<file path="src/sv/pdmcic_pkg.sv">
// ---------------------------------------------------------------------------
// pdmcic_pkg: shared types for the PDM CIC decimator
// Sample width, reset value of the filter state and inter-cell link types.
// ---------------------------------------------------------------------------
package pdmcic_pkg;

   localparam int SAMPLE_W = 16;

   typedef logic [SAMPLE_W-1:0] sample_type;

   localparam sample_type STATE_RESET = 16'h8000;
   localparam sample_type STEP_POS    = 16'h0001;   // +1
   localparam sample_type STEP_NEG    = 16'hFFFF;   // -1

   // one PDM bit (or its running sum) moving down the integrator row
   typedef struct packed {
      logic       valid;
      logic       last;    // final bit of its word
      sample_type value;
   } integ_link_type;

   // one word's sample moving down the comb row
   typedef struct packed {
      logic       valid;
      sample_type value;
   } comb_link_type;

endpackage

</file>
<file path="src/sv/pdmcic_integ_cell.sv">
// ---------------------------------------------------------------------------
// pdmcic_integ_cell: one integrator of the CIC row
// Accumulates the value handed over by its neighbor, modulo 2^16, and passes
// its updated sum on in the cycle after, from a register.
// ---------------------------------------------------------------------------
module pdmcic_integ_cell (
   input  logic                     clock,
   input  logic                     reset,
   input  pdmcic_pkg::integ_link_type link_i,
   output pdmcic_pkg::integ_link_type link_o
);
   import pdmcic_pkg::*;

   sample_type sum_ff, sum_in;
   logic       valid_ff, last_ff;

   always_comb begin
      sum_in = sum_ff;
      if (link_i.valid) begin
         sum_in = sum_ff + link_i.value;
      end
   end

   always_ff @(posedge clock) begin
      if (reset) begin
         sum_ff   <= STATE_RESET;
         valid_ff <= 1'b0;
         last_ff  <= 1'b0;
      end else begin
         sum_ff   <= sum_in;
         valid_ff <= link_i.valid;
         last_ff  <= link_i.valid & link_i.last;
      end
   end

   assign link_o.valid = valid_ff;
   assign link_o.last  = last_ff;
   assign link_o.value = sum_ff;

endmodule

</file>
<file path="src/sv/pdmcic_comb_cell.sv">
// ---------------------------------------------------------------------------
// pdmcic_comb_cell: one comb stage of the CIC row
// Subtracts the previous word's input (delay of one) modulo 2^16.
// ---------------------------------------------------------------------------
module pdmcic_comb_cell (
   input  logic                    clock,
   input  logic                    reset,
   input  pdmcic_pkg::comb_link_type link_i,
   output pdmcic_pkg::comb_link_type link_o
);
   import pdmcic_pkg::*;

   sample_type delay_ff, delay_in;
   sample_type diff_ff, diff_in;
   logic       valid_ff;

   always_comb begin
      delay_in = delay_ff;
      diff_in  = diff_ff;
      if (link_i.valid) begin
         delay_in = link_i.value;
         diff_in  = link_i.value - delay_ff;
      end
   end

   always_ff @(posedge clock) begin
      if (reset) begin
         delay_ff <= STATE_RESET;
         valid_ff <= 1'b0;
      end else begin
         delay_ff <= delay_in;
         valid_ff <= link_i.valid;
      end
   end

   always_ff @(posedge clock) begin
      diff_ff <= diff_in;
   end

   assign link_o.valid = valid_ff;
   assign link_o.value = diff_ff;

endmodule

</file>
<file path="src/sv/pdm_cic_decimator_unit.sv">
// ---------------------------------------------------------------------------
// pdm_cic_decimator_unit: PDM to PCM converter, CIC decimator
// Each req_ transaction carries one word of PDM bits; each yields exactly one
// 16-bit PCM sample on the rsp_ channel, in order.
//
// Usage:
//  - Bits are shifted out MSB first, one per cycle, into a row of STAGES
//    integrator cells; each cell updates in the cycle after its neighbor.
//  - After the word's last bit reaches the final integrator, the sum runs
//    through a row of STAGES comb cells, one cell per cycle.
//  - The sample is offered from the output queue, which it enters from the
//    final comb cell.
//  - The bit shifter feeding the integrator row paces the words: a new word
//    is taken in the cycle the last bit of the previous one leaves the
//    shifter, if fewer than two words are outstanding.
//  - Results wait in a two-entry output queue; at most two words are
//    outstanding, so a stalled receiver stops req_ready and nothing is lost.
//  - Reset (synchronous) sets all integrators and comb delays to 0x8000 and
//    empties the shifter and the output queue.
// ---------------------------------------------------------------------------
module pdm_cic_decimator_unit #(
   parameter int STAGES        = 4,
   parameter int BITS_PER_WORD = 16
) (
   input  logic                               clock,
   input  logic                               reset,
   input  logic                               req_valid,
   output logic                               req_ready,
   input  logic [15:0]                        req_pdm_word,
   output logic                               rsp_valid,
   input  logic                               rsp_ready,
   output logic signed [pdmcic_pkg::SAMPLE_W-1:0] rsp_pcm_sample
);
   import pdmcic_pkg::*;

   localparam int CNT_W = $clog2(BITS_PER_WORD + 1);

   // ---- bit shifter ----
   logic [BITS_PER_WORD-1:0] shift_ff, shift_in;
   logic [CNT_W-1:0]         cnt_ff, cnt_in;
   logic [1:0]               pend_ff, pend_in;
   logic                     req_fire, rsp_fire, shifter_free;

   assign shifter_free = (cnt_ff == CNT_W'(0)) || (cnt_ff == CNT_W'(1));
   assign req_ready    = shifter_free && (pend_ff != 2'd2);
   assign req_fire     = req_valid && req_ready;
   assign rsp_fire     = rsp_valid && rsp_ready;

   always_comb begin
      shift_in = shift_ff;
      cnt_in   = cnt_ff;
      if (cnt_ff != CNT_W'(0)) begin
         shift_in = shift_ff << 1;
         cnt_in   = cnt_ff - CNT_W'(1);
      end
      if (req_fire) begin
         shift_in = BITS_PER_WORD'(req_pdm_word);
         cnt_in   = CNT_W'(BITS_PER_WORD);
      end
      pend_in = pend_ff + {1'b0, req_fire} - {1'b0, rsp_fire};
   end

   always_ff @(posedge clock) begin
      if (reset) begin
         cnt_ff  <= '0;
         pend_ff <= '0;
      end else begin
         cnt_ff  <= cnt_in;
         pend_ff <= pend_in;
      end
   end

   always_ff @(posedge clock) begin
      shift_ff <= shift_in;
   end

   // ---- integrator row ----
   integ_link_type ilink [STAGES+1];

   assign ilink[0].valid = (cnt_ff != CNT_W'(0));
   assign ilink[0].last  = (cnt_ff == CNT_W'(1));
   assign ilink[0].value = shift_ff[BITS_PER_WORD-1] ? STEP_POS : STEP_NEG;

   for (genvar s = 0; s < STAGES; s++) begin : g_integ
      pdmcic_integ_cell u_cell (
         .clock  (clock),
         .reset  (reset),
         .link_i (ilink[s]),
         .link_o (ilink[s+1])
      );
   end

   // ---- comb row ----
   comb_link_type clink [STAGES+1];

   assign clink[0].valid = ilink[STAGES].valid & ilink[STAGES].last;
   assign clink[0].value = ilink[STAGES].value;

   for (genvar s = 0; s < STAGES; s++) begin : g_comb
      pdmcic_comb_cell u_cell (
         .clock  (clock),
         .reset  (reset),
         .link_i (clink[s]),
         .link_o (clink[s+1])
      );
   end

   // ---- output queue, two entries ----
   sample_type q_ff [2];
   logic       wr_ptr_ff, wr_ptr_in;
   logic       rd_ptr_ff, rd_ptr_in;
   logic [1:0] q_cnt_ff, q_cnt_in;
   logic       q_push;

   assign q_push = clink[STAGES].valid;

   always_comb begin
      wr_ptr_in = wr_ptr_ff ^ q_push;
      rd_ptr_in = rd_ptr_ff ^ rsp_fire;
      q_cnt_in  = q_cnt_ff + {1'b0, q_push} - {1'b0, rsp_fire};
   end

   always_ff @(posedge clock) begin
      if (reset) begin
         wr_ptr_ff <= 1'b0;
         rd_ptr_ff <= 1'b0;
         q_cnt_ff  <= '0;
      end else begin
         wr_ptr_ff <= wr_ptr_in;
         rd_ptr_ff <= rd_ptr_in;
         q_cnt_ff  <= q_cnt_in;
      end
   end

   always_ff @(posedge clock) begin
      if (q_push) begin
         q_ff[wr_ptr_ff] <= clink[STAGES].value;
      end
   end

   assign rsp_valid      = (q_cnt_ff != 2'd0);
   assign rsp_pcm_sample = $signed(q_ff[rd_ptr_ff]);

endmodule

</file>
<file path="config.mk">
export PLATFORM = sky130hd
export DESIGN_NAME = pdm_cic_decimator_unit
export DESIGN_NICKNAME = d
export VERILOG_FILES = /design/src/sv/pdmcic_pkg.sv /design/src/sv/pdmcic_integ_cell.sv /design/src/sv/pdmcic_comb_cell.sv /design/src/sv/pdm_cic_decimator_unit.sv
export SDC_FILE = /design/constraint.sdc
export NUM_CORES = 1
export LEC_CHECK = 0
export ABC_AREA = 1
export ABC_CLOCK_PERIOD_IN_PS = 2180
export BUFFER_PORTS_ARGS = -buffer_cell sky130_fd_sc_hd__buf_2
export CAP_MARGIN = 20
export CORE_MARGIN = 4
export CORE_UTILIZATION = 58
export DETAILED_ROUTE_END_ITERATION = 10
export PLACE_DENSITY_LB_ADDON = 0.15
export SLEW_MARGIN = 20
export SYNTH_ARGS = -nofsm -noshare
export SYNTH_HDL_FRONTEND = slang
export SYNTH_SLANG_ARGS = --single-unit
</file>
<file path="constraint.sdc">
create_clock -name clock -period 2.18 [get_ports clock]
set_clock_uncertainty 0.05 [all_clocks]
set_input_delay 0.218 -clock clock [delete_from_list [all_inputs] [get_ports clock]]
set_output_delay 0.218 -clock clock [all_outputs]
set_load 0.05 [all_outputs]
</file>
* Yosys cells after proc, flatten, opt, wreduce, memory -nomap -nowiden
Memories as Yosys holds them, arrays and structs flattened. A register that Yosys moved wholly into a read port is not among the register bits. Cells that the tools add are included.
Storage, ports and cells: memories kept 1, output and inout port bits 18, input bits 20, register bits 231, RAM bits 32
Operators by class: $add $sub $neg 13, bitwise operators 7, mux-type cells 8, equal/unequal tests 2, reduce and logical (&&, ||, !) cells 9
Memory list:
- q_ff | words 2, bits a word 16, rd ports 1, clocked after Yosys merged registers in 1, write ports 1, line pdm_cic_decimator_unit.sv:109 | sample_type q_ff [2];
Operators with widths (count):
- 16-bit adder | 4
- 16-bit subtractor | 4
- 16-bit two-way mux | 3
- 5-bit two-way mux | 2
- 1-bit bitwise AND | 5
- 5-bit by 1-bit equality test with 1-bit output (second input constant) | 1
- 5-bit logical NOT | 1
- 5-bit nonzero test | 1
- 5-bit by 1-bit subtractor with 5-bit output (second input constant) | 1
- 2-bit by 1-bit adder with 2-bit output | 2
- 2-bit nonzero test | 2
- 2-bit by 1-bit subtractor with 2-bit output | 2
- 1-bit logical AND | 3
- 1-bit two-way mux | 3
- 2-bit inequality test (second input constant) | 1
- 2-bit OR reduction | 1
- 1-bit XOR | 2
- 1-bit logical OR | 1

* Longest topological paths before layout
depth after elaboration 6, depth in mapped cells 12, depth with buffers taken out 12

* Hierarchy
Synthesis repeated with hierarchy kept, for this count alone.
Unflattened totals: cell total of the unflattened synthesis 2429, area, all modules 17143.9 um2
By module, submodules not included:
- pdmcic_comb_cell | instances 4, sequential area each 820.8 um2, area each 2015.7 um2, cells an instance 269
- pdmcic_integ_cell at g_integ[1].u_cell ... | instances 3, sequential area each 360.3 um2, area each 1625.3 um2, cells an instance 279
- pdm_cic_decimator_unit | instances 1, sequential area each 1661.6 um2, area each 2600.0 um2, cells an instance 239
- pdmcic_integ_cell at g_integ[0].u_cell | instances 1, sequential area each 360.3 um2, area each 1605.3 um2, cells an instance 277

* Least setup slack after synthesis
OpenSTA, ideal clock, no wires.
path kind reg-to-output, start point register cnt_ff[1], end point output port req_ready, data required time 1.912 ns, path slack -0.156 ns, stages on the path, launching flop included 6, buffers on the path 1, data arrival time 2.068 ns, path through dfxtp_1 inv_1 ha_1 nand3_4 clkbuf_1 a21boi_0
On the way: cells in the longest elaborated chain, start to end 3, elaborated cells on any way between the ends 4, classes of those cells eq/ne (1); reduce/logical (3)
RTL lines:
- start, declared | line pdm_cic_decimator_unit.sv:40 | logic [CNT_W-1:0] cnt_ff, cnt_in;
- start signal, assigned | line pdm_cic_decimator_unit.sv:68 | cnt_ff <= cnt_in;
- 5-bit by 1-bit equality test with 1-bit output or 5-bit logical NOT (tied branches) | line pdm_cic_decimator_unit.sv:44 | assign shifter_free = (cnt_ff == CNT_W'(0)) || (cnt_ff == CNT_W'(1));
- 1-bit logical OR (*) | line pdm_cic_decimator_unit.sv:44
- 1-bit logical AND (*) | line pdm_cic_decimator_unit.sv:45 | assign req_ready = shifter_free && (pend_ff != 2'd2);
- end, declared | line pdm_cic_decimator_unit.sv:28 | output logic req_ready,
Every way passes the cells marked *; elsewhere a longest branch is shown, timed or not.

* Worst setup path after layout
start point register cnt_ff[0], end point output port req_ready
The elaborated chain is that of the path after synthesis.

==> summary.txt <==
Status -> complete, no violations
Synth Area in Compound Gates -> 10.6%
Wire per inst -> 13.3 um
Worst-path fanout max -> 26
Post-synthesis cell area -> 16100 um2
First-pass GRT wire length -> 58.6 mm
Detailed placement HPWL -> 25.7 mm
Crit end category -> output port
Critical Path RT -> 1.91 ns
Nets -> 2384
CTS tree -> yes
Post-route clock period utilization -> 96.9%
Via count -> 13.4k
Crit start category -> flip-flop
Mean Syn Cell Area -> 7.46 um2
Share of layout cells above drive strength 1 -> 6.18%
Clock-pin transition on the worst setup and hold timing paths -> 0.06 ns
Post-DRT Antenna Nets -> 0
Area Overhead vs Synth -> 11.3%
Mux cell area share after synthesis -> 1.37%
Die area -> 30600 um2
Via/cell ratio -> 5.11
IO Pins -> 38
Placer's final routability congestion estimate -> 0.890
Hold Path Depth -> 4
CTS sink cnt -> 263
CORE AREA -> 27200 um2
CTS buffer count -> 28
Drt total wl -> 34.8 mm
Port Buffer Count -> 37
DR DRC count -> 0
Synth warn -> 0
Worst reg2reg setup slack -> 0.12 ns
Post-Syn Nets -> 2320
Vias in the first global route -> 12.6k
Primary FF master, synth -> dfxtp_1
Synth Area in Adders -> 10.9%
Dpl cells -> 2553
Worst Hold End -> cnt_ff[3]$_SDFFE_PP0P_
Max_slew headroom -> 54.0%
Post-Syn Instances -> 2164
Worst EP arrival -> 1.84 ns
Clock tree root driver cell -> clkbuf_16
Fin cells -> 2621
Flops & latches, synth -> 263
Clock Latency Late Sink -> 0.55 ns
Max IR drop VDD -> 838 uV
Final Critical Period -> 2.11 ns
Total of max-cap violations -> 0
Post-synth EDFFs -> 112
Startpoint of the worst hold path -> reset
Detailed Routing Iterations Pass 1 -> 5
Antenna Cells -> 0
Post-synthesis sequential area ratio -> 39.6%
Power per Cell Area -> 1070 nW/um2
Kind of critical path -> flip-flop to output port
Reg2Reg Depth -> 7
Min-Delay Path Class -> input pin to flip-flop
Global route total overflow -> 0
Final Max Slew Viols -> 0
Synth cell types -> 35
Initial Util -> 59.4%
H-tree levels -> 1
Main combinational cell family by area after synthesis -> simple AND/OR/NAND/NOR gates
Final setup viols -> 0
Initial antenna violation count -> 0
Worst-Margin Slew -> 0.690 ns
Largest net degree at the start of global routing -> 53
Die height -> 175 um
Final Power -> 19200 uW
Final Hold Viols -> 0
Ys async rst share -> 0%
CTS Buffer Depth -> 3
Row Count -> 60
Total Routing Usage GR -> 22.3%
P_leak -> 0.00893 uW
FF-to-FF End -> g_comb[2].u_cell.diff_ff[12]$_DFFE_PP_
Synth Area in XOR/XNOR -> 4.29%
Die X -> 175 um
# Post-CTS Setup Buffers -> 0
Peak Freq -> 0.473 GHz
Reg-to-Reg Start -> g_comb[1].u_cell.diff_ff[0]$_DFFE_PP_
Initial drt markers -> 703
Post-Synth Simple-Gate Area -> 23.7%
[state kept, by name, summed over array words and instances (netlist names)]
register,cells
wr_ptr_ff,1
pend_ff,2
g_integ.u_cell.last_ff,4
g_integ.u_cell.valid_ff,4
g_integ.u_cell.sum_ff,64
cnt_ff,5
g_comb.u_cell.delay_ff,64
rd_ptr_ff,1
q_ff,32
q_cnt_ff,2
g_comb.u_cell.diff_ff,64
shift_ff,16
g_comb.u_cell.valid_ff,4
[power by group]
group	internal [uW]	leakage (uW)	total (uW)	switching, uW
clock network	2900	0.000475	4900	2000
registers	5930	0.00226	6450	521
logic	3010	0.00620	7880	4870
total	11800	0.00893	19200	7390
[per-stage QoR]
step | setup TNS [ns] | util [%] | area (um2) | setup WS, ns | hold WS [ns]
final | 0 | 66.1 | 18000 | 0.0674 | 0.0435
after global placement | 0 | 61.8 | 16800 | 0.154 | 0.370
after floorplan | 0 | - | 16100 | 0.179 | 0.352
after global routing | -0.0320 | 66.1 | 18000 | -0.0320 | 0.0562
after detailed placement | 0 | 61.8 | 16800 | 0.0646 | 0.365
after CTS | 0 | 66.0 | 17900 | 0.0201 | 0.0284
[final cells by class]
| cell class | count | area (um2) |
|---|---|---|
| clock buffers | 36 | 782 |
| well taps | 372 | 465 |
| fillers | 2390 | 9200 |
| clock inverters | 15 | 180 |
| inverters | 362 | 1360 |
| multi-input cells | 1495 | 8240 |
| flip-flops and latches | 263 | 6390 |
| repair buffers | 78 | 558 |
[kinds of logic after synthesis]
family,Yosys count
AOI/OAI and AO/OA,325
xor gates and xnor gates,79
adders and majority gates,136
buffers and inverters,406
DFF,263
muxes,15
and+or+nand+nor,940
[worst max-delay path: stages (launching register included)]
cell      delay [ns]
dfxtp_1         0.34
inv_1           0.11
ha_2            0.23
nand3_4         0.09
buf_6           0.19
a21boi_2        0.16
buf_6           0.17
[cell usage in the layout (no fill, tap or decap), types with 3 or more instances in the layout]
cell,netlist,layout
nand2_1,551,551
inv_1,358,356
nor2_1,201,201
a21oi_1,158,157
dfxtp_1,151,151
nand3_1,140,140
o21ai_0,130,127
ha_1,128,127
edfxtp_1,112,112
xor2_1,64,64
buf_2,3,36
clkbuf_16,0,29
buf_4,0,22
nand4_1,17,17
dlygate4sd3_1,0,17
xnor2_1,15,15
mux2_4,14,14
a21o_1,13,13
nor3_1,16,13
o21bai_1,9,9
fa_1,8,8
clkinv_2,0,8
a31oi_1,5,5
o211ai_1,5,5
or2_2,5,5
nand3b_1,4,4
o21a_1,4,4
clkinv_1,4,4
clkbuf_1,38,4
o21ai_1,0,3
nor3_2,0,3
bufinv_16,0,3
clkbuf_8,0,3
[worst max-delay path by stage]
stage	depth (start not counted)	to	start
finish	6	req_ready	cnt_ff[0]$_SDFFE_PP0P_
global route	6	req_ready	cnt_ff[0]$_SDFFE_PP0P_
CTS	6	req_ready	cnt_ff[0]$_SDFFE_PP0P_
detailed placement	7	g_comb[0].u_cell.diff_ff[8]$_DFFE_PP_	g_integ[3].u_cell.sum_ff[0]$_SDFFE_PP0P_
global placement	7	g_comb[0].u_cell.diff_ff[8]$_DFFE_PP_	g_integ[3].u_cell.sum_ff[0]$_SDFFE_PP0P_
floorplan	12	pend_ff[1]$_SDFF_PP0_	cnt_ff[1]$_SDFFE_PP0P_
[Yosys cell counts (all sizes together), types with 13 or more instances]
| master | n | share of area, % |
|---|---|---|
| a21o | 13 | 0.60 |
| a21oi | 158 | 4.9 |
| clkbuf | 38 | 0.88 |
| dfxtp | 151 | 19 |
| edfxtp | 112 | 21 |
| ha | 128 | 9.9 |
| inv | 358 | 8.3 |
| mux2 | 15 | 1.4 |
| nand2 | 551 | 13 |
| nand3 | 142 | 4.5 |
| nand4 | 17 | 0.66 |
| nor2 | 202 | 4.7 |
| nor3 | 16 | 0.50 |
| o21ai | 130 | 4.0 |
| xnor2 | 15 | 0.81 |
| xor2 | 64 | 3.5 |
[repair_timing]
action / 4_1_cts / 5_1_grt
pin swaps: 0 / 0
resized for setup: 2 / 12
hold buffers: 17 / 0
hold endpoints to repair: 17 / 0
setup endpoints to repair: 1 / 22
[routing by layer]
| layer | vias to the layer above | wire (um) | GRT usage, % |
|---|---|---|---|
| met2 | 204 | 16400 | 39.3 |
| met1 | 6023 | 16500 | 30.1 |
| li1 | 7114 | - | - |
| met4 | 0 | 603 | 4.35 |
| met5 | - | 0 | 0 |
| met3 | 50 | 1220 | 2.57 |
Note: power is estimated with default switching activity, not from simulation.
